`src/hw/rtl/rlpm_pkg.sv`:
```
`timescale 1ns / 1ps
// Shared types and constants for the rolling latency percentile monitor.
// No dependencies; imported by rlpm_cell and the top level.
package rlpm_pkg;

  // Item modes
  localparam logic [1:0] MODE_NOTE  = 2'd0;
  localparam logic [1:0] MODE_FLUSH = 2'd1;
  localparam logic [1:0] MODE_QUERY = 2'd2;

  // Percentile register reset value
  localparam logic [6:0] PCT_RESET = 7'd95;

  // Divide by 100: q ~= (x * DIV100_M) >> DIV100_S, low by at most one
  localparam int DIV100_S = 24;
  localparam int DIV100_M = (1 << DIV100_S) / 100;
  localparam int DIV100_D = 100;

  typedef enum logic [2:0] {
    S_IDLE,
    S_EXEC,
    S_QDIV1,
    S_QDIV2,
    S_LOAD,
    S_COUNT,
    S_SEL,
    S_DONE
  } state_t;

  // Per-cycle commands broadcast to the cell chain
  typedef struct packed {
    logic load;   // copy own entry into the circulating slot, clear rank
    logic count;  // rotate circulating slot, accumulate rank
    logic sel;    // pass selected entry down the chain
  } cell_ctrl_t;

endpackage

```
`src/hw/rtl/rlpm_cell.sv`:
```
`timescale 1ns / 1ps
// One ring entry of the monitor: holds a frame cost, ranks it against the
// circulating copies of all entries, and forwards the selected value.
// Depends on rlpm_pkg.
module rlpm_cell import rlpm_pkg::*; #(
  parameter int W        = 256,
  parameter int SUM_BITS = 48,
  parameter int IDX      = 0,
  localparam int IW      = $clog2(W)
) (
  input  logic                clk,
  input  cell_ctrl_t          ctrl,
  input  logic                wr_en,
  input  logic [SUM_BITS-1:0] wr_data,
  input  logic                own_vld,
  input  logic [IW-1:0]       rank_idx,
  input  logic [SUM_BITS-1:0] circ_val_in,
  input  logic                circ_vld_in,
  input  logic [IW-1:0]       circ_idx_in,
  input  logic [SUM_BITS-1:0] acc_in,
  output logic [SUM_BITS-1:0] circ_val,
  output logic                circ_vld,
  output logic [IW-1:0]       circ_idx,
  output logic [SUM_BITS-1:0] acc
);

  logic [SUM_BITS-1:0] own;
  logic [IW-1:0]       cnt;
  logic                below;

  // Passing entry sorts ahead of ours (ties broken by slot index)
  assign below = circ_vld &&
                 ((circ_val < own) || ((circ_val == own) && (circ_idx < IW'(IDX))));

  // Stored entry
  always_ff @(posedge clk) begin
    if (wr_en) begin
      own <= wr_data;
    end
  end

  // Rank pass and selection pass
  always_ff @(posedge clk) begin
    if (ctrl.load) begin
      circ_val <= own;
      circ_vld <= own_vld;
      circ_idx <= IW'(IDX);
      cnt      <= '0;
      acc      <= '0;
    end else if (ctrl.count) begin
      circ_val <= circ_val_in;
      circ_vld <= circ_vld_in;
      circ_idx <= circ_idx_in;
      if (below) begin
        cnt <= cnt + 1'b1;
      end
    end else if (ctrl.sel) begin
      acc <= acc_in | ((own_vld && (cnt == rank_idx)) ? own : '0);
    end
  end

endmodule

```
`config.mk`:
```
export PLATFORM = sky130hd
export DESIGN_NAME = rlpm_cell
export DESIGN_NICKNAME = d
export VERILOG_FILES = /design/src/hw/rtl/rlpm_pkg.sv /design/src/hw/rtl/rlpm_cell.sv
export SDC_FILE = /design/constraint.sdc
export NUM_CORES = 1
export LEC_CHECK = 0
export CAP_MARGIN = 5
export CORE_ASPECT_RATIO = 0.8
export CORE_MARGIN = 5
export CORE_UTILIZATION = 55
export CTS_BUF_LIST = sky130_fd_sc_hd__clkbuf_8 sky130_fd_sc_hd__clkbuf_16
export CTS_CLUSTER_DIAMETER = 50
export CTS_CLUSTER_SIZE = 10
export DETAILED_ROUTE_END_ITERATION = 8
export DONT_BUFFER_PORTS = 1
export PLACE_DENSITY = 0.74
export RECOVER_POWER = 100
export SLEW_MARGIN = 20
export SYNTH_ARGS = -nofsm -noshare
export SYNTH_HDL_FRONTEND = slang
export SYNTH_SLANG_ARGS = --single-unit
```
`constraint.sdc`:
```
create_clock -name clk -period 3 [get_ports clk]
set_input_delay 0.6 -clock clk [delete_from_list [all_inputs] [get_ports clk]]
set_output_delay 0.6 -clock clk [all_outputs]
set_load 0.005 [all_outputs]
```
* Word level (Yosys, flattened, before mapping) *
Cells that the tools add are included.

word-level totals
  bits in registers = 161
  memory bits (read-only) = 0
  input bits = 167
  bits in writable memories = 0
  output and inout port bits = 105
  bits in latches = 0
  memories = 0

cells by class
  $mul = 0
  muxes and demuxes = 5
  equality and inequality tests = 2
  $lt $le $gt $ge = 2
  reductions and logical operators = 7
  shift operators = 0
  add/sub/neg operators = 1
  bitwise gates (word level) = 2
  divide/modulo/power cells = 0

operator list
  operator               count
  $mux W48               3
  $eq A48 B48 Y1         1
  $lt A48 B48 Y1         1
  $or A48 B48 Y48        1
  $add A8 B1 Y8 const B  1
  $eq A8 B8 Y1           1
  $lt A8 B1 Y1 const B   1
  $reduce_and A2 Y1      2
  $logic_and A1 B1 Y1    3
  $mux W1                2
  $reduce_bool A2 Y1     1
  $logic_or A1 B1 Y1     1
  $not A1 Y1             1

* Logic depth before layout (Yosys ltp) *
Gate-level depths: netlist of the first run.

  word-level depth = 5
  gate-level depth with buffers = 9
  mapped depth without buffers = 9

* Worst setup path after synthesis of the first run *
No wires, ideal clock.

  kind = reg2reg
  start point = reg circ_val[14]
  end point = reg cnt[4]
  path buffers = 0
  setup slack = 0.626 ns
  cell stages (with the launch flop) = 9
  arrival time = 2.251 ns
  required time = 2.877 ns
  library setup time = 0.123 ns
  cells stage by stage = edfxtp_1 > ha_1 > nand4_2 > nor3_2 > or4b_1 > a31oi_2 > nor3_4 > nand4_1 > mux2_1

between the ends
  word-level cells in the longest chain between the ends = 5

RTL lines
  item                                                    line             source
  start, declared                                         rlpm_cell.sv:21  output logic [SUM_BITS-1:0] circ_val,
  start signal, assigned                                  rlpm_cell.sv:45  circ_val <= own;
  start signal, assigned                                  rlpm_cell.sv:51  circ_val <= circ_val_in;
  branches (longest 2 deep; another with $lt A48 B48 Y1)  n/a
  $logic_or A1 B1 Y1 *                                    rlpm_cell.sv:33  ((circ_val < own) || ((circ_val == own) && (circ_idx < IW'(IDX))));
  $logic_and A1 B1 Y1 *                                   rlpm_cell.sv:32  assign below = circ_vld &&
  $reduce_and A2 Y1 (no line) *                           n/a
  end signal, assigned                                    rlpm_cell.sv:55  cnt <= cnt + 1'b1;
  end, declared                                           rlpm_cell.sv:28  logic [IW-1:0] cnt;

Mark *: on every way between the ends.
A chain may end at the register's enable or synchronous reset.

* Worst setup path after layout of the first run *
  start point = reg circ_val[47]
  end point = reg cnt[4]

The elaborated chain is that of the path after synthesis.

==> results of run 1 <==
-- logic make-up after synthesis --
family / Yosys count / share of synthesized area, %
AO/OA/AOI/OAI: 94 / 9.02
XOR/XNOR: 9 / 1.08
adder cells (fa/ha/maj): 48 / 8.20
buffers and inverters: 80 / 4.25
flip-flops: 161 / 57.3
multiplexers: 59 / 8.92
AND/OR/NAND/NOR: 169 / 11.2
-- state kept, by name, summed over array words and instances, names as in the netlist --
register and cells:
acc 48, cnt 8, circ_val 48, circ_vld 1, circ_idx 8, own 48
-- stage by stage --
step,area [sq um],hold slack [ps]
6_report,8000,259
4_1_cts,8040,239
5_1_grt,8000,229
3_3_place_gp,7490,499
3_5_place_dp,7490,502
2_1_floorplan,7320,484
-- worst max path at each step --
stage                  from  endpoint  slack (ps)
2_1_floorplan  circ_val[14]    cnt[4]         630
3_3_place_gp   circ_val[45]    cnt[4]         180
3_5_place_dp   circ_val[47]    cnt[4]         140
4_1_cts        circ_val[47]    cnt[4]         100
5_1_grt        circ_val[25]    cnt[4]         110
6_report       circ_val[47]    cnt[4]         300
-- metal layers --
| layer | vias to the layer above | global-route usage, % |
|---|---|---|
| met5 | - | 0 |
| met4 | 4 | 8.15 |
| met3 | 30 | 11.9 |
| met2 | 223 | 38.2 |
| met1 | 2352 | 26.5 |
| li1 | 2269 | - |
-- critical path: stages, from the launching register on --
cell      delay, ps
edfxtp_1        430
ha_1            340
nand4_1         230
nor4_2          490
nand4_1         220
a31oi_1         290
nor3_2          140
nand4_1         130
mux2_1          320
-- timing repair --
action,4_1_cts,5_1_grt
setup endpoints to repair,0,1
setup buffers,0,0
resized for setup,0,1
-- power by group --
group	switching [mW]	internal (mW)	leakage (nW)	total, mW
Clock	0.852	1.17	0.277	2.02
Combinational	0.235	0.218	1.34	0.453
Sequential	0.156	2.55	1.50	2.70
Total	1.24	3.93	3.12	5.18
-- final cells by class --
class                   count  area [sq um]  area share (%)
flip-flops and latches    161          4190            52.4
multi-input cells         379          2810            35.1
clock buffers              19           453            5.66
well taps                 175           219            2.74
inverters                  51           191            2.39
clock inverters            13          98.8            1.24
repair buffers              5          28.8           0.360
diodes                      3          7.51          0.0939
-- placed cells by master (no fill, tap or decap), types with 4 or more instances in the layout --
cell / n
a211oi_1: 48
a21oi_1: 22
clkbuf_16: 17
dfxtp_1: 64
edfxtp_1: 97
ha_1: 48
inv_1: 55
mux2_2: 49
mux2i_1: 9
nand2_1: 16
nand2b_1: 4
nand3_1: 7
nand4_1: 7
nor2_1: 66
nor3_1: 50
o21a_1: 4
o21ai_0: 4
xor2_1: 7
==> metrics.cfg, run 1 <==
[outcome]
status = complete, but fails checks
violations = max-capacitance violations, max-slew violations

[synth]
synth_top_flop_cell = edfxtp_1
synth_edf_count = 97
syn_avg_cell_area_sq_um = 11.8
synth_top_area_share_pct = 39.8
async_flop_share_pct = 0
synth.distinct_cells = 46
synth_seq_cells = 161
synth_area_leaders = edfxtp_1 40%, dfxtp_1 17%, ha_1 8.2%, mux2_2 7.5%, a211oi_1 4.9%
yosysTopAreaCell = edfxtp_1
yosysMostFrequentCell = edfxtp_1
synth_common_cells = 97 x edfxtp_1, 65 x nor2_1, 64 x dfxtp_1
syn_area_sq_um = 7320
syn_inst = 620
synth_nets = 835
ys_seq_area_share_pct = 57.3
yosysWarnings = 0

[critical_path]
arrival_ps = 3010
crit_fanout = 7
reg2reg_to = cnt[4]
crit_type = reg -> reg
cp-end-kind = flop
worst_r2r_path_depth = 8
crit_required_ps = 3300
worstSetupStartpointType = flop
r2r_start = circ_val[47]
r2r_slack_ps = 300

[layout]
fill_cells = 1016
post_route_cells_drive_above_1_share_pct = 14.3
stdcell_count = 806
syn_to_final_growth_pct = 9.23
nNetsFinal = 830
fin_util_pct = 61.7

[cts]
cts_hold_buf = 0
cts_tree = done
htreeDepth = 4
root_buffer = clkbuf_16
cts_inserted_buffers = 17
clockBufferDepth = 2
clkSlewWorstSetupHoldPaths_ps = 60
insertion_delay_ps = 420
cts_sinks = 161

[sta]
fin_ws_ps = 299
final.setup.tns_ps = 0
drv_slew = 21
setup_viol = 0
worst_pin_slew_ps = 1530
min_period_ps = 2700
clock.fmax_ghz = 0.370
period_share_pct = 90.0
relSlewSlack_pct = -1.99
final-hold-violation-count = 0
clock_skew_ps = 11.1
rsz0062_at_grt = false

[detailed_routing]
ant_nets = 0
wl_met2_microns = 9290
firstDrtPassIters = 4
top_layer_used = met5
wirelength_microns = 18800
wl_met1_microns = 7220
drc = 0
drt-initial-drc-count = 352
wl_met3_microns = 1890
vias = 4878
avgViaCountPerCell = 6.05
wire_per_inst_microns = 23.3

[place]
numPortBuffers = 0
globalplace.congestion = 0.828
dpl_worst_slack_ps = 137
hpwl_microns = 13500
place_inst = 771

[grt]
grt_pass1_vias = 5094
grt_pass1_wl_microns = 28400
antenna_found_initial = 5
grt_overflow = 0
grtUsageTotal_pct = 23.3
grt_max_degree = 119

[min_path]
hold_class = in -> reg
whs_endpoint = acc[37]
hold_start = ctrl[2]
worstHoldPathCells = 1

[floorplan]
boundaryPins = 272
num_rows = 37
fp.coreArea_sq_um = 13000
die_w_microns = 139
initial_utilization_pct = 56.5
die_y_microns = 113
dieArea_sq_um = 15700

[power]
leakage_nw = 3.12
report.power.total_mw = 5.18
powerDensity_nw_per_um2 = 647
ir_drop_mv = 0.607

[job]
drv_cap = 1

No activity file was read; power rests on OpenSTA's default activity.
==> inputs of run 2 (changes only) <==
--- a/config.mk
+++ b/config.mk
@@ -17,3 +17,2 @@
 export PLACE_DENSITY = 0.74
-export RECOVER_POWER = 100
 export SLEW_MARGIN = 20
--- a/constraint.sdc
+++ b/constraint.sdc
@@ -3,2 +3,2 @@
 set_output_delay 0.6 -clock clk [all_outputs]
-set_load 0.005 [all_outputs]
+set_load 0.1 [all_outputs]
==> run 2 against run 1 <==
Global-route usage rose by 0.61 points. Critical path depth grew 1. Critical endpoint unchanged. Non-clock buffer count rose by 50. Maximum frequency down 4.0%. The flow now finishes without violations. Power grew 22%. Die area did not move. Largest cell class unchanged.
==> metrics.cfg, run 2 (same netlist as run 1, synthesis figures left out) <==
[outcome]
status = finished clean

[power]
clkPwrFrac_pct = 35.2  ; -3.8 points
combPwrFrac_pct = 17.0  ; +8.2 points
intPower_mw = 4.22  ; +7.3%
ir_drop_mv = 0.563  ; -7.1%
pwr-share-seq_pct = 47.8  ; -4.4 points
swShare_pct = 33.3  ; +9.3 points
leakage_nw = 3.40  ; +9.1%
powerDensity_nw_per_um2 = 747  ; +15%
power.switching_mw = 2.11  ; +69%

[critical_path]
cp-end-kind = flop
crit_type = reg -> reg
arrival_ps = 3120  ; +110 ps
crit_required_ps = 3300  ; about the same
worstSetupStartpointType = flop
crit_fanout = 3  ; -4

[layout]
syn_to_final_growth_pct = 15.7
diodes = 0  ; -3
fill_cells = 949  ; -6.6%
post_route_cells_drive_above_1_share_pct = 21.4  ; +7.1 points
fin_util_pct = 65.3  ; +3.6 points
reg.largest.list = acc x48, circ_val x48, own x48
final_cell_area_sq_um = 8470  ; +5.9%
nNetsFinal = 880  ; +6.0%
final_cell_mix = 97 x edfxtp_1, 65 x nor2_1, 64 x dfxtp_1
mostFrequentLayoutCell = edfxtp_1
stdcell_count = 853  ; +5.8%

[cts]
post-cts-setup-buffers = 0  ; unchanged
cts_inserted_buffers = 17  ; unchanged
clkSlewWorstSetupHoldPaths_ps = 60  ; about the same
root_buffer = clkbuf_16
cts_tree = done
cts.repair.resized = 0  ; unchanged
htreeDepth = 4  ; unchanged
cts_sinks = 161  ; unchanged
insertion_delay_ps = 430  ; about the same
cts_hold_buf = 0  ; unchanged
clockBufferDepth = 2  ; unchanged

[sta]
relSlewSlack_pct = 30.0  ; +32 points
hold_ws_ps = 264  ; +4.53 ps
drv_slew = 0  ; -100%
setup_viol = 0  ; unchanged
worst_pin_slew_ps = 1050  ; -482 ps
final-hold-violation-count = 0  ; unchanged
final.setup.tns_ps = 0  ; unchanged
period_share_pct = 93.7  ; +3.7 points
clock.fmax_ghz = 0.356  ; -4.0%
clock_skew_ps = 7.47  ; -3.68 ps
rsz0062_at_grt = false
min_period_ps = 2810  ; +111 ps

[floorplan]
die_y_microns = 113  ; unchanged
fp.coreArea_sq_um = 13000  ; unchanged
initial_utilization_pct = 56.5  ; unchanged
die_w_microns = 139  ; unchanged
num_rows = 37  ; unchanged
dieArea_sq_um = 15700  ; unchanged
boundaryPins = 272  ; unchanged

[place]
numPortBuffers = 0  ; unchanged
hpwl_microns = 13800  ; +2.7%
place_inst = 821  ; +6.5%
globalplace.congestion = 0.808  ; -2.4%
placed_cell_area_sq_um = 7870  ; +5.0%

[grt]
grt_max_degree = 119  ; unchanged
grt_pass1_wl_microns = 29400  ; +3.4%
grt_overflow = 0  ; unchanged
antenna_found_initial = 1  ; -4
grt_pass1_vias = 5353  ; +5.1%
grtUsageTotal_pct = 23.9  ; +0.61 points

[min_path]
hold_class = in -> reg

[detailed_routing]
wirelength_microns = 19100  ; +2.0%
avgViaCountPerCell = 5.98  ; -1.1%
drt-initial-drc-count = 414  ; +18%
ant_nets = 0  ; unchanged
wire_per_inst_microns = 22.4  ; -3.6%
drc = 0  ; unchanged
firstDrtPassIters = 4  ; unchanged
vias = 5105  ; +4.7%

[job]
drv_cap = 0  ; -1

-- run 2: cell count changes in the layout (fill, tap and decap cells not counted), sizes merged --
cell | previous run | this run
clkbuf | 22 | 17
clkinvlp | 3 | 2
bufinv | 1 | 4
diode | 3 | 0
clkinv | 5 | 6
inv | 55 | 54
buf | 2 | 55
-- run 2: critical path: stages, from the launching register on --
cell,delay (ps)
edfxtp_1,390
inv_1,60
ha_1,320
nand4_1,230
nor4_1,580
nand4_1,300
a31oi_2,320
nor3_4,50
nand4_1,100
mux2_1,330
-- run 2: routing by layer --
layer | vias to the layer above | global-route usage (%) | wire, microns
li1 | 2360 | - | -
met1 | 2469 | 28.1 | 7300
met2 | 243 | 40.4 | 9710
met3 | 31 | 9.84 | 1760
met4 | 2 | 7.17 | 357
met5 | - | 0 | 11
-- run 2: layout make-up --
class,instances,area (sq um),share of cell area (%)
Sequential cell,161,4190,49.5
Clock inverter,15,178,2.10
Tap cell,175,219,2.59
Timing Repair Buffer,55,425,5.02
Clock buffer,17,425,5.02
Multi-Input combinational cell,379,2840,33.5
Inverter,51,191,2.26
-- run 2: worst paths after layout --
check / from / endpoint / slack (ps) / cells after the start
max: own[47] / cnt[4] / 190 / 9
min: wr_data[29] / own[29] / 260 / 0
max reg2reg: own[47] / cnt[4] / 190 / 9
min reg2reg: own[1] / circ_val[1] / 610 / 1
-- run 2: through the flow --
step | worst slack, ps | power, mW
final | 188 | 6.33
after CTS | 133 | 6.35
after detailed placement | 156 | 4.14
after floorplan | 75.6 | 3.91
after global routing | 73.6 | 6.56
after global placement | 136 | 4.10
-- run 2: power by group through the flow --
stage / Clock, mW / Sequential, mW / Combinational, mW
2_1_floorplan: 0 / 3.52 / 0.381
3_3_place_gp: 0 / 3.05 / 1.05
3_5_place_dp: 0 / 3.07 / 1.08
4_1_cts: 2.25 / 3.02 / 1.08
5_1_grt: 2.37 / 3.04 / 1.15
6_report: 2.23 / 3.02 / 1.08
==> inputs of run 3 (changes only) <==
Clock period 3 ns to 2.92 ns, I/O delays scaled along.
==> run 3 against run 2 <==
Sequential share of layout area is 0.26 points higher. Via count is 0.45% lower. Critical path depth stayed put. Sequential power is 3% higher. Global-route usage is 0.41 points lower. Utilization is 0.35 points lower. Die area stayed put. Non-clock buffer count stayed put. Cell area is 0.53% lower. Sequential cell count stayed put. Clock skew is 4.7 ps higher. Largest power group unchanged.
==> metrics.cfg, run 3 (same netlist as run 1, synthesis figures left out) <==
[outcome]
status = finished clean

[critical_path]
critical-path-top-delay-family = simple AND/OR/NAND/NOR gates
crit_type = reg -> reg
slowest_stage = nor4_4
crit_fanout = 3  ; unchanged
r2r_slack_ps = 270  ; +80 ps
r2r_start = own[47]
cp-startpoint = own[47]
crit_buf_inv = 1  ; unchanged
cpPeakStageDelay_ps = 420  ; -160 ps
arrival_ps = 2950  ; -170 ps
crit_chain = inv_1 > ha_1 > nand4_1 > nor4_4 > nand4_1 > a31oi_2 > nor3_4 > nand4_1 > mux2_1
cp_common_cell = nand4_1
worstSetupStartpointType = flop
cp-end-kind = flop
crit_required_ps = 3210  ; -90 ps

[layout]
nNetsFinal = 880  ; unchanged
reg.largest.list = acc x48, circ_val x48, own x48
syn_to_final_growth_pct = 15.0
final_cell_mix = 97 x edfxtp_1, 65 x nor2_1, 64 x dfxtp_1
final_cell_area_sq_um = 8420  ; -0.53%
stdcell_count = 854  ; +0.12%
post_route_cells_drive_above_1_share_pct = 21.5  ; +0.15 points
mostFrequentLayoutCell = edfxtp_1

[grt]
grtUsageTotal_pct = 23.5  ; -0.41 points
grt_pass1_vias = 5314  ; -0.73%
grt_max_degree = 119  ; unchanged
grt_overflow = 0  ; unchanged
grt_pass1_wl_microns = 29100  ; -1.1%
antenna_found_initial = 1  ; unchanged

[floorplan]
die_w_microns = 139  ; unchanged
fp.coreArea_sq_um = 13000  ; unchanged
num_rows = 37  ; unchanged
initial_utilization_pct = 56.5  ; unchanged
die_y_microns = 113  ; unchanged
boundaryPins = 272  ; unchanged
dieArea_sq_um = 15700  ; unchanged

[power]
leakage_nw = 3.39  ; -0.40%
powerDensity_nw_per_um2 = 742  ; -0.62%
ir_drop_mv = 0.509  ; -9.7%

[min_path]
hold_class = in -> reg
hold_start = ctrl[2]

[cts]
cts_inserted_buffers = 17  ; unchanged
cts_tree = done
insertion_delay_ps = 420  ; about the same
post-cts-setup-buffers = 0  ; unchanged
root_buffer = clkbuf_16
clockBufferDepth = 2  ; unchanged
cts_sinks = 161  ; unchanged
htreeDepth = 4  ; unchanged
clkSlewWorstSetupHoldPaths_ps = 60  ; about the same

[sta]
clock.fmax_ghz = 0.377  ; +6.0%
rsz0062_at_grt = false
final-hold-violation-count = 0  ; unchanged
setup_viol = 0  ; unchanged
worst_pin_slew_ps = 1040  ; -11.3 ps
min_period_ps = 2650  ; -160 ps
drv_slew = 0  ; unchanged
clock_skew_ps = 12.2  ; +4.72 ps
period_share_pct = 90.8  ; -2.9 points
relSlewSlack_pct = 30.8  ; +0.76 points

[detailed_routing]
avgViaCountPerCell = 5.95  ; -0.57%
vias = 5082  ; -0.45%
wire_per_inst_microns = 21.9  ; -2.3%
drc = 0  ; unchanged
ant_nets = 0  ; unchanged
firstDrtPassIters = 5  ; +1
drt-initial-drc-count = 415  ; +0.24%
wirelength_microns = 18700  ; -2.2%

[place]
globalplace.congestion = 0.845  ; +4.6%
place_inst = 821  ; unchanged
numPortBuffers = 0  ; unchanged
placed_cell_area_sq_um = 7870  ; unchanged
hpwl_microns = 13600  ; -2.1%

[job]
drv_cap = 0  ; unchanged

run 3: area by class of cell:
cell class | instances | area [sq um]
multi-input combinational | 379 | 2850
tap | 175 | 219
antenna | 1 | 2.50
timing repair buffer | 55 | 425
clock inverter | 14 | 101
sequential | 161 | 4190
inverter | 51 | 191
fill | 971 | 4540
clock buffer | 18 | 439
run 3: stage by stage:
step           utilization [%]  setup WS, ps  setup TNS, ps  power (mW)  hold WS, ps
3_5_place_dp              60.7         -88.3           -181        4.25          588
5_1_grt                   65.0          56.7              0        6.49          224
4_1_cts                   64.9           122              0        6.29          227
6_report                  65.0           268              0        6.25          242
3_3_place_gp              60.7         -61.3           -100        4.22          558
2_1_floorplan                -          2.90              0        4.01          537
run 3: routing by layer:
layer  part of all wire, %  wire length, microns  vias up  GRT usage [%]
met1                    39                  7290     2452           28.5
met4                   1.8                   330        0           7.43
met5                     0                     0        -              0
met3                   9.8                  1840       25           9.63
met2                    49                  9270      247           38.6
li1                      -                     -     2358              -
run 3: worst register-to-register path, stage by stage (launching register included):
cell	delay [ps]
edfxtp_1	410
inv_1	60
ha_1	320
nand4_1	280
nor4_4	420
nand4_1	250
a31oi_2	320
nor3_4	60
nand4_1	100
mux2_1	320
run 3: timing repair:
| item | 4_1_cts | 5_1_grt |
|---|---|---|
| endpoints found under the hold margin | 0 | 0 |
| endpoints found under the setup margin | 5 | 5 |
| hold buffers | 0 | 0 |
| gates resized for setup | 1 | 1 |
run 3: report_power, final:
| group | total [mW] | internal [mW] | switching [mW] |
|---|---|---|---|
| Clock | 2.05 | 1.18 | 0.872 |
| Sequential | 3.11 | 2.61 | 0.492 |
| Combinational | 1.10 | 0.313 | 0.788 |
run 3: worst paths after layout:
path                                end  cells past startpoint
worst min-delay path            acc[28]                      1
worst max register to register   cnt[4]                      9
worst min register to register   cnt[4]                      2
worst max-delay path             cnt[4]                      9
